$ cat src/cslep_pkg.sv
// Shared types and constants for the clock sync start link endpoint.
package cslep_pkg;

    typedef enum logic [2:0] {
        OP_TICK         = 3'd0,
        OP_PING_REPLY   = 3'd1,
        OP_STATUS_REPLY = 3'd2,
        OP_START_SIGNAL = 3'd3,
        OP_START_RACE   = 3'd4,
        OP_CLEAR_RACE   = 3'd5
    } t_op;

    typedef enum logic [1:0] {
        KIND_NONE   = 2'd0,
        KIND_PING   = 2'd1,
        KIND_STATUS = 2'd2,
        KIND_START  = 2'd3
    } t_kind;

    typedef enum logic [1:0] {
        PH_IDLE        = 2'd0,
        PH_WAIT_ACK    = 2'd1,
        PH_WAIT_SIGNAL = 2'd2
    } t_phase;

    localparam logic [1:0] CFG_PING_INTERVAL   = 2'd0;
    localparam logic [1:0] CFG_STATUS_INTERVAL = 2'd1;
    localparam logic [1:0] CFG_RETRY_INTERVAL  = 2'd2;
    localparam logic [1:0] CFG_OFFSET_WINDOW   = 2'd3;

    localparam logic [15:0] RST_PING_INTERVAL   = 16'd5050;
    localparam logic [15:0] RST_STATUS_INTERVAL = 16'd3000;
    localparam logic [15:0] RST_RETRY_INTERVAL  = 16'd250;
    localparam logic [15:0] RST_OFFSET_WINDOW   = 16'd100;

    typedef struct packed {
        logic [2:0]         operation;
        logic [31:0]        now_ms;
        logic               msg_request;
        logic               msg_acknowledge;
        logic [31:0]        msg_timestamp;
        logic [31:0]        msg_device_clock;
        logic signed [7:0]  msg_rssi;
        logic [7:0]         msg_battery_device;
        logic [7:0]         msg_battery_relay;
    } t_in;

    typedef struct packed {
        logic [1:0]         send_kind;
        logic               send_request;
        logic               send_acknowledge;
        logic [31:0]        send_timestamp;
        logic               last;
        logic signed [31:0] latency;
        logic signed [31:0] clock_offset;
        logic [31:0]        race_start;
        logic signed [7:0]  link_rssi;
        logic [7:0]         device_charge;
        logic [7:0]         relay_charge;
        logic [1:0]         request_phase;
    } t_out;

    typedef struct packed {
        logic [31:0] latency;
        logic [31:0] clock_offset;
        logic [31:0] race_start;
        logic [7:0]  link_rssi;
        logic [7:0]  device_charge;
        logic [7:0]  relay_charge;
        t_phase      request_phase;
    } t_status;

    // Work left by one item: which messages go out and what they carry.
    typedef struct packed {
        logic        send_ping;
        logic        send_status;
        logic        send_retry;
        logic        send_echo;
        logic [31:0] tick_time;
        logic [31:0] echo_time;
        t_status     status;
    } t_bundle;

endpackage

$ cat src/cslep_in_reg.sv
// Input register stage for received items.
module cslep_in_reg (
    input  logic            i_clk,
    input  logic            i_rst_n,
    input  logic            i_valid,
    output logic            o_ready,
    input  cslep_pkg::t_in  i_item,
    input  logic            i_take,
    output logic            o_valid,
    output cslep_pkg::t_in  o_item
);
    import cslep_pkg::*;

    logic r_valid;
    t_in  r_item;

    assign o_ready = !r_valid || i_take;
    assign o_valid = r_valid;
    assign o_item  = r_item;

    always_ff @(posedge i_clk) begin
        if (!i_rst_n) begin
            r_valid <= 1'b0;
        end else if (i_valid && o_ready) begin
            r_valid <= 1'b1;
        end else if (i_take) begin
            r_valid <= 1'b0;
        end
    end

    always_ff @(posedge i_clk) begin
        if (i_valid && o_ready) begin
            r_item <= i_item;
        end
    end

endmodule

$ cat src/cslep_core.sv
// Link state, configuration registers and per-item update logic.
module cslep_core (
    input  logic                i_clk,
    input  logic                i_rst_n,
    input  logic                i_cfg_we,
    input  logic [1:0]          i_cfg_idx,
    input  logic [15:0]         i_cfg_data,
    input  logic                i_commit,
    input  cslep_pkg::t_in      i_item,
    output cslep_pkg::t_bundle  o_bundle
);
    import cslep_pkg::*;

    logic [15:0] r_ping_int, r_status_int, r_retry_int, r_window;
    logic [31:0] r_internal, r_last_ping, r_last_status, r_last_retry;
    t_phase      r_phase;
    logic [31:0] r_latency, r_offset, r_race_start;
    logic [7:0]  r_rssi, r_dev_charge, r_rel_charge;

    logic [31:0] n_internal, n_last_ping, n_last_status, n_last_retry;
    t_phase      n_phase;
    logic [31:0] n_latency, n_offset, n_race_start;
    logic [7:0]  n_rssi, n_dev_charge, n_rel_charge;

    logic [31:0] lat, half, off_new;
    logic signed [32:0] diff, sum, sum_adj, win, neg_win;
    logic        in_win;
    logic        sp, ss, sr, echo;

    always_comb begin
        lat     = r_internal - i_item.msg_timestamp;
        half    = 32'($signed(lat + {31'd0, lat[31]}) >>> 1);
        off_new = i_item.msg_timestamp - i_item.msg_device_clock + half;
        diff    = $signed({r_offset[31], r_offset}) - $signed({off_new[31], off_new});
        sum     = $signed({r_offset[31], r_offset}) + $signed({off_new[31], off_new});
        sum_adj = (sum + $signed({32'd0, sum[32]})) >>> 1;
        win     = $signed({17'd0, r_window});
        neg_win = -win;
        in_win  = (diff < win) && (diff > neg_win);
    end

    always_comb begin
        n_internal    = r_internal;
        n_last_ping   = r_last_ping;
        n_last_status = r_last_status;
        n_last_retry  = r_last_retry;
        n_phase       = r_phase;
        n_latency     = r_latency;
        n_offset      = r_offset;
        n_race_start  = r_race_start;
        n_rssi        = r_rssi;
        n_dev_charge  = r_dev_charge;
        n_rel_charge  = r_rel_charge;
        sp            = 1'b0;
        ss            = 1'b0;
        sr            = 1'b0;
        echo          = 1'b0;
        case (i_item.operation)
            OP_TICK: begin
                n_internal = i_item.now_ms;
                if ((i_item.now_ms - r_last_ping) > {16'd0, r_ping_int}) begin
                    sp          = 1'b1;
                    n_last_ping = i_item.now_ms;
                end
                if ((i_item.now_ms - r_last_status) > {16'd0, r_status_int}) begin
                    ss            = 1'b1;
                    n_last_status = i_item.now_ms;
                end
                if (r_phase == PH_WAIT_ACK
                        && (i_item.now_ms - r_last_retry) > {16'd0, r_retry_int}) begin
                    sr           = 1'b1;
                    n_last_retry = i_item.now_ms;
                end
            end
            OP_PING_REPLY: begin
                if (!i_item.msg_request) begin
                    n_latency = lat;
                end
            end
            OP_STATUS_REPLY: begin
                if (!i_item.msg_request) begin
                    n_rssi       = i_item.msg_rssi;
                    n_dev_charge = i_item.msg_battery_device;
                    n_rel_charge = i_item.msg_battery_relay;
                    n_latency    = lat;
                    if (r_offset == 32'd0) begin
                        n_offset = off_new;
                    end else if (in_win) begin
                        n_offset = sum_adj[31:0];
                    end
                end
            end
            OP_START_SIGNAL: begin
                if (i_item.msg_request && i_item.msg_acknowledge) begin
                    n_phase = PH_WAIT_SIGNAL;
                end else if (!i_item.msg_request && !i_item.msg_acknowledge
                        && i_item.msg_timestamp != 32'd0) begin
                    n_race_start = i_item.msg_timestamp + r_offset;
                    n_phase      = PH_IDLE;
                    echo         = 1'b1;
                end
            end
            OP_START_RACE: begin
                n_last_retry = 32'd0;
                n_phase      = PH_WAIT_ACK;
            end
            OP_CLEAR_RACE: begin
                n_race_start = 32'd0;
            end
            default: begin
            end
        endcase

        o_bundle.send_ping            = sp;
        o_bundle.send_status          = ss;
        o_bundle.send_retry           = sr;
        o_bundle.send_echo            = echo;
        o_bundle.tick_time            = n_internal;
        o_bundle.echo_time            = i_item.msg_timestamp;
        o_bundle.status.latency       = n_latency;
        o_bundle.status.clock_offset  = n_offset;
        o_bundle.status.race_start    = n_race_start;
        o_bundle.status.link_rssi     = n_rssi;
        o_bundle.status.device_charge = n_dev_charge;
        o_bundle.status.relay_charge  = n_rel_charge;
        o_bundle.status.request_phase = n_phase;
    end

    always_ff @(posedge i_clk) begin
        if (!i_rst_n) begin
            r_ping_int   <= RST_PING_INTERVAL;
            r_status_int <= RST_STATUS_INTERVAL;
            r_retry_int  <= RST_RETRY_INTERVAL;
            r_window     <= RST_OFFSET_WINDOW;
        end else if (i_cfg_we) begin
            unique case (i_cfg_idx)
                CFG_PING_INTERVAL:   r_ping_int   <= i_cfg_data;
                CFG_STATUS_INTERVAL: r_status_int <= i_cfg_data;
                CFG_RETRY_INTERVAL:  r_retry_int  <= i_cfg_data;
                CFG_OFFSET_WINDOW:   r_window     <= i_cfg_data;
                default: begin
                end
            endcase
        end
    end

    always_ff @(posedge i_clk) begin
        if (!i_rst_n) begin
            r_internal    <= '0;
            r_last_ping   <= '0;
            r_last_status <= '0;
            r_last_retry  <= '0;
            r_phase       <= PH_IDLE;
            r_latency     <= '0;
            r_offset      <= '0;
            r_race_start  <= '0;
            r_rssi        <= '0;
            r_dev_charge  <= '0;
            r_rel_charge  <= '0;
        end else if (i_commit) begin
            r_internal    <= n_internal;
            r_last_ping   <= n_last_ping;
            r_last_status <= n_last_status;
            r_last_retry  <= n_last_retry;
            r_phase       <= n_phase;
            r_latency     <= n_latency;
            r_offset      <= n_offset;
            r_race_start  <= n_race_start;
            r_rssi        <= n_rssi;
            r_dev_charge  <= n_dev_charge;
            r_rel_charge  <= n_rel_charge;
        end
    end

    a_start_race: assert property (@(posedge i_clk) disable iff (!i_rst_n)
        i_commit && i_item.operation == OP_START_RACE |=> r_phase == PH_WAIT_ACK)
        else $error("start race did not enter wait-ack phase");

    a_retry_phase: assert property (@(posedge i_clk) disable iff (!i_rst_n)
        i_commit && sr |=> r_last_retry == $past(i_item.now_ms))
        else $error("retry time not recorded");

endmodule

$ cat src/cslep_emit.sv
// Result register: sends one item's messages, one transfer per ready cycle.
module cslep_emit (
    input  logic                i_clk,
    input  logic                i_rst_n,
    input  logic                i_load,
    input  cslep_pkg::t_bundle  i_bundle,
    output logic                o_free,
    output logic                o_valid,
    input  logic                i_ready,
    output cslep_pkg::t_out     o_out
);
    import cslep_pkg::*;

    logic       r_valid;
    logic [3:0] r_pend;
    t_bundle    r_b;

    logic [3:0] sel, rest;
    logic       is_last;

    always_comb begin
        sel = 4'b0000;
        if (r_pend[3]) begin
            sel = 4'b1000;
        end else if (r_pend[2]) begin
            sel = 4'b0100;
        end else if (r_pend[1]) begin
            sel = 4'b0010;
        end else if (r_pend[0]) begin
            sel = 4'b0001;
        end
        rest    = r_pend & ~sel;
        is_last = (rest == 4'b0000);
        o_free  = !r_valid || (i_ready && is_last);

        o_out.send_kind        = KIND_NONE;
        o_out.send_request     = 1'b0;
        o_out.send_acknowledge = 1'b0;
        o_out.send_timestamp   = 32'd0;
        case (sel)
            4'b1000: begin
                o_out.send_kind      = KIND_PING;
                o_out.send_request   = 1'b1;
                o_out.send_timestamp = r_b.tick_time;
            end
            4'b0100: begin
                o_out.send_kind      = KIND_STATUS;
                o_out.send_request   = 1'b1;
                o_out.send_timestamp = r_b.tick_time;
            end
            4'b0010: begin
                o_out.send_kind    = KIND_START;
                o_out.send_request = 1'b1;
            end
            4'b0001: begin
                o_out.send_kind        = KIND_START;
                o_out.send_acknowledge = 1'b1;
                o_out.send_timestamp   = r_b.echo_time;
            end
            default: begin
            end
        endcase
        o_out.last          = is_last;
        o_out.latency       = r_b.status.latency;
        o_out.clock_offset  = r_b.status.clock_offset;
        o_out.race_start    = r_b.status.race_start;
        o_out.link_rssi     = r_b.status.link_rssi;
        o_out.device_charge = r_b.status.device_charge;
        o_out.relay_charge  = r_b.status.relay_charge;
        o_out.request_phase = r_b.status.request_phase;
    end

    assign o_valid = r_valid;

    always_ff @(posedge i_clk) begin
        if (!i_rst_n) begin
            r_valid <= 1'b0;
            r_pend  <= 4'b0000;
        end else if (i_load) begin
            r_valid <= 1'b1;
            r_pend  <= {i_bundle.send_ping, i_bundle.send_status,
                        i_bundle.send_retry, i_bundle.send_echo};
        end else if (r_valid && i_ready) begin
            if (is_last) begin
                r_valid <= 1'b0;
            end
            r_pend <= rest;
        end
    end

    always_ff @(posedge i_clk) begin
        if (i_load) begin
            r_b <= i_bundle;
        end
    end

    a_pend_shrinks: assert property (@(posedge i_clk) disable iff (!i_rst_n)
        r_valid && !i_load |=> (r_pend & ~$past(r_pend)) == 4'b0000)
        else $error("pending message appeared without a load");

    a_last_drains: assert property (@(posedge i_clk) disable iff (!i_rst_n)
        r_valid && i_ready && is_last && !i_load |=> !r_valid)
        else $error("result register still valid after final transfer");

    a_load_when_free: assert property (@(posedge i_clk) disable iff (!i_rst_n)
        i_load |-> o_free)
        else $error("bundle loaded while results pending");

endmodule

$ cat src/clock_sync_start_link_endpoint_unit.sv
// Top level of the clock sync start link endpoint.
//
//  channel | direction | handshake                 | payload
//  in      | input     | i_in_valid / o_in_ready   | i_in  (t_in)
//  out     | output    | o_out_valid / i_out_ready | o_out (t_out)
//  cfg     | input     | i_cfg_we                  | i_cfg_idx, i_cfg_data
//
// An item is held in the input register, then its state update and
// results are computed in one pass and loaded into the result register.
// A tick gives one to three results, other items one. While i_out_ready is high,
// results go one transfer per cycle, and one-result items sustain that rate.
// Active-low synchronous reset clears valid bits and link state; intervals get defaults.
// A stalled output holds the result register, then the input register, then o_in_ready.
module clock_sync_start_link_endpoint_unit (
    input  logic            i_clk,
    input  logic            i_rst_n,
    input  logic            i_in_valid,
    output logic            o_in_ready,
    input  cslep_pkg::t_in  i_in,
    output logic            o_out_valid,
    input  logic            i_out_ready,
    output cslep_pkg::t_out o_out,
    input  logic            i_cfg_we,
    input  logic [1:0]      i_cfg_idx,
    input  logic [15:0]     i_cfg_data
);
    import cslep_pkg::*;

    logic    item_valid, emit_free, take;
    t_in     item;
    t_bundle bundle;

    assign take = item_valid && emit_free;

    cslep_in_reg u_in_reg (
        .i_clk   (i_clk),
        .i_rst_n (i_rst_n),
        .i_valid (i_in_valid),
        .o_ready (o_in_ready),
        .i_item  (i_in),
        .i_take  (take),
        .o_valid (item_valid),
        .o_item  (item)
    );

    cslep_core u_core (
        .i_clk      (i_clk),
        .i_rst_n    (i_rst_n),
        .i_cfg_we   (i_cfg_we),
        .i_cfg_idx  (i_cfg_idx),
        .i_cfg_data (i_cfg_data),
        .i_commit   (take),
        .i_item     (item),
        .o_bundle   (bundle)
    );

    cslep_emit u_emit (
        .i_clk    (i_clk),
        .i_rst_n  (i_rst_n),
        .i_load   (take),
        .i_bundle (bundle),
        .o_free   (emit_free),
        .o_valid  (o_out_valid),
        .i_ready  (i_out_ready),
        .o_out    (o_out)
    );

endmodule
$ cat config.mk
export PLATFORM = sky130hd
export DESIGN_NAME = clock_sync_start_link_endpoint_unit
export DESIGN_NICKNAME = d
export VERILOG_FILES = /design/src/cslep_pkg.sv /design/src/cslep_in_reg.sv /design/src/cslep_core.sv /design/src/cslep_emit.sv /design/src/clock_sync_start_link_endpoint_unit.sv
export SDC_FILE = /design/constraint.sdc
export NUM_CORES = 2
export LEC_CHECK = 0
export ABC_AREA = 0
export BUFFER_PORTS_ARGS = -buffer_cell sky130_fd_sc_hd__buf_4
export CAP_MARGIN = 20
export CORE_UTILIZATION = 45
export DETAILED_ROUTE_END_ITERATION = 10
export PLACE_DENSITY = 0.72
export REMOVE_ABC_BUFFERS = 1
export SLEW_MARGIN = 20
export SYNTH_ARGS = -nofsm -noshare
export SYNTH_HDL_FRONTEND = slang
export SYNTH_SLANG_ARGS = --single-unit
$ cat constraint.sdc
create_clock -name i_clk -period 27.7 [get_ports i_clk]
set_clock_uncertainty 0.2 [all_clocks]
set_input_delay 4.155 -clock i_clk [delete_from_list [all_inputs] [get_ports i_clk]]
set_output_delay 4.155 -clock i_clk [all_outputs]
set_load 0.01 [all_outputs]
==> summary.md <==
| Metric | Value |
|---|---|
| Status | finished, final reports clean |
| Number of routed nets with antenna violations | 0 |
| Post_cts resized | 0 |
| Unique masters post-synth | approximately 110 |
| DRC viols | 0 |
| CP max stage delay | approximately 660 ps |
| Hold Path Cell Cnt | 2 |
| Final-report setup violation count | 0 |
| H-tree depth | 3 |
| Final Total Pwr | roughly 0.0032 W |
| DP Worst Slack | roughly 14000 ps |
| Inserted Clock Buffers | 73 |
| Tot GR Track Use | between 20% and 30% |
| Initial Util | around 45% |
| Register area share after synthesis | a little over a third |
| Initial antenna violation count | 6 |
| Starting DRT DRC Count | ~4000 |
| Die Wd | 314.4 um |
| Die Footprint | roughly 99000 um^2 |
| Period utilisation layout | 49.30% |
| Largest net degree at the start of global routing | roughly 130 |
| Kind of critical path | reg -> reg |
| Vias in the first global route | about 35000 |
| Worst setup SP type | flip-flop |
| Depth of the most critical reg-to-reg path | 48 |
| Relative slew slack | about a quarter |
| Dpl hpwl | around 110000 um |
| Final Net Count | about 5600 |
| Maxcap violations | 0 |
| Register area | 15750 um^2 |
| Area of the multi-input gates | 25050 um^2 |
| Synth Register Bits | 631 |
| CP dominant cell by count | ha_1 |
| Placement Cell Area | 46480 um^2 |
| Yosys warnings | 0 |
| Hold Violations, Final | 0 |
| Post-CTS Setup Bufs | 0 |
| Reg2reg start | u_in_reg.o_item[57] |
| CP endpoint kind | flip-flop |
| Grt ovf | 0 |
| Hold Crit Class | reg -> reg |
| # hold bufs at CTS | 0 |
| Clk_lat worst skew | 670 ps |
| P&R area growth vs syn | 11.50% |
| Cell area after synthesis | approximately 44000 um^2 |
| Share of cells above drive strength 1 | about an eighth |
| Fmax | between 70 and 80 MHz |
| Post-synth EDFFs | 311 |
| Die H | 314.4 um |
| Hold Path End | u_core.r_latency[24] |
| Ys flop type | dfxtp_1 |
| PD cells | ~66 nW/um^2 |
| Final setup TNS | 0 ps |
| Row count | between 100 and 150 |
| Crit path DAT | about 14000 ps |
| RSZ-0062 raised after global routing | false |
| Worst hold start | u_core.r_latency[24] |
| Root buffer cell | clkbuf_16 |
| CP max stage cell | a2111oi_0 |
| Fillers | roughly 9000 |
| Final max-slew violation count | 0 |
| Setup slack after layout | approximately 14000 ps |
| Fin crit period | between 10000 and 15000 ps |
| Peak supply drop | 0.04194 mV |
| Total wire length | 146700 um |
| Final cell area excluding filler cells | approximately 50000 um^2 |
| Ys async rst share | 0% |
| CTS tree | yes |
| Global-route wire length before repair | 216000 um |
| Synthesized area per cell | about 9 um^2 |
| Detailed-route via count | roughly 38000 |
| Routed WL per cell | about 23 um |
| Pre-antenna DRT Iters | 6 |
| Leakage | about 20 nW |
| Gate Count Post-Synth | roughly 5000 |
| Clock slew at reported path FFs | around 60 ps |
| R2r endpoint | u_emit.o_out[65] |
| I/O Buffers | around 310 |
| CP Data Required Time | between 20000 and 30000 ps |
| CTS sink cnt | 631 |
| Worst-path fanout max | 15 |
| Worst slew pin tran | ~1100 ps |
| Num ports | a little over 300 |
| Via-per-instance ratio | 5.984 |
| Flop2flop setup slack | approximately 14000 ps |
| Maximum clock path buffer count | 3 |
| Routability Congestion | slightly below 1 |
| Core region area | ~97000 um^2 |
where the power goes:
part           internal [W]  switching (W)  total (W)  leakage (nW)
logic              0.000397       0.000771    0.00117          13.1
registers           0.00102      0.0000348    0.00105          5.63
clock network      0.000586       0.000430    0.00102          1.22
total               0.00200        0.00124    0.00324          20.0
metrics by stage:
step | hold WS [ps] | util (%) | cells
after CTS | 254.3 | 50.62 | 6382
after detailed placement | 246.0 | 48.06 | 6246
after global routing | 267.1 | 50.63 | 6383
final | 252.2 | 50.63 | 6385
after global placement | 238.1 | 48.06 | 6246
after floorplan | 232.9 | - | 4620
synth_stat cells, types with 48 or more instances:
library cell  instances  area share [%]
a22o_1              108             2.2
nor2_1              267             2.3
o21ai_0             156             1.8
nor2b_1              57            0.81
dfxtp_1             320              15
ha_1                349             9.9
o21a_1               50            0.85
a21o_1              129             2.2
a21oi_1             383             4.4
nand4_1              49            0.70
clkbuf_1            190             1.6
o211ai_1             85             1.5
mux2i_1              48             1.1
nand3_1             158             1.8
buf_4               125             2.1
xnor2_1             182             3.6
xor2_1               86             1.7
edfxtp_1            311              21
inv_1               380             3.2
nor3_1               70            0.80
nand2_1             643             5.5
mux2_2               82             2.1
per-layer routing:
layer  vias to the layer above  global-route usage, %  share of wire, %
met5                         -                      0             0.022
met4                         6                  13.58               4.8
met3                       325                  4.130               8.3
met2                      1737                  43.59                43
met1                     18290                  40.15                43
li1                      17850                      -                 -
cell usage in the layout, fill, tap and decap left out, types with 158 or more instances in the layout:
| cell type | Yosys | routed |
|---|---|---|
| nand2_1 | 643 | 642 |
| a21oi_1 | 383 | 381 |
| inv_1 | 380 | 379 |
| ha_1 | 349 | 349 |
| buf_4 | 125 | 348 |
| dfxtp_1 | 320 | 320 |
| edfxtp_1 | 311 | 311 |
| nor2_1 | 267 | 265 |
| xnor2_1 | 182 | 181 |
| nand3_1 | 158 | 158 |
sequential cells by signal, summed over array words and instances (netlist names), 2 cells and up:
register              count
u_core.r_ping_int        16
u_core.r_status_int      16
u_core.r_retry_int       16
u_in_reg.o_item         125
u_emit.r_b               64
u_emit.o_out            122
u_core.r_dev_charge       8
u_core.r_rssi             8
u_core.r_last_retry      32
u_core.r_race_start      32
u_core.r_latency         32
u_core.r_window          16
u_core.r_last_status     32
u_emit.r_pend             4
u_core.r_offset          32
u_core.r_phase            2
u_core.r_rel_charge       8
u_core.r_last_ping       32
u_core.r_internal        32
worst max-delay path by stage:
stage                              from                       to  slack, ps  depth (start not counted)
floorplan                   i_out_ready  u_core.r_last_status[0]      10230                          6
global placement    u_in_reg.o_item[57]         u_emit.o_out[87]      14690                         46
detailed placement  u_in_reg.o_item[57]         u_emit.o_out[65]      14430                         47
CTS                 u_in_reg.o_item[57]         u_emit.o_out[65]      14380                         47
global route        u_in_reg.o_item[57]         u_emit.o_out[64]      13410                         47
finish              u_in_reg.o_item[57]         u_emit.o_out[65]      14050                         48
final cells by class:
type,count,area share [%]
sequential,631,32.16
clock inverter,43,0.8816
inverter,382,2.954
antenna,3,0.01533
timing repair buffer,350,5.399
clock buffer,93,4.180
tap,1276,3.261
multi-input combinational,3607,51.15
cell families after synthesis:
group	share of synthesized area (%)
compound gates	19.91
xor+xnor	5.345
fa+ha+maj	11.72
buf+inv	7.319
simple gates	16.65
mux	3.197
flops	35.85
critical path, delay by kind of cell, from the launching register on:
family	cells	cell delay (ps)
buf+inv	5	670
compound gates	20	5070
simple gates	14	3960
xor+xnor	3	770
flops	1	470
fa+ha+maj	6	2270
Power figures use the tool's default switching activity.
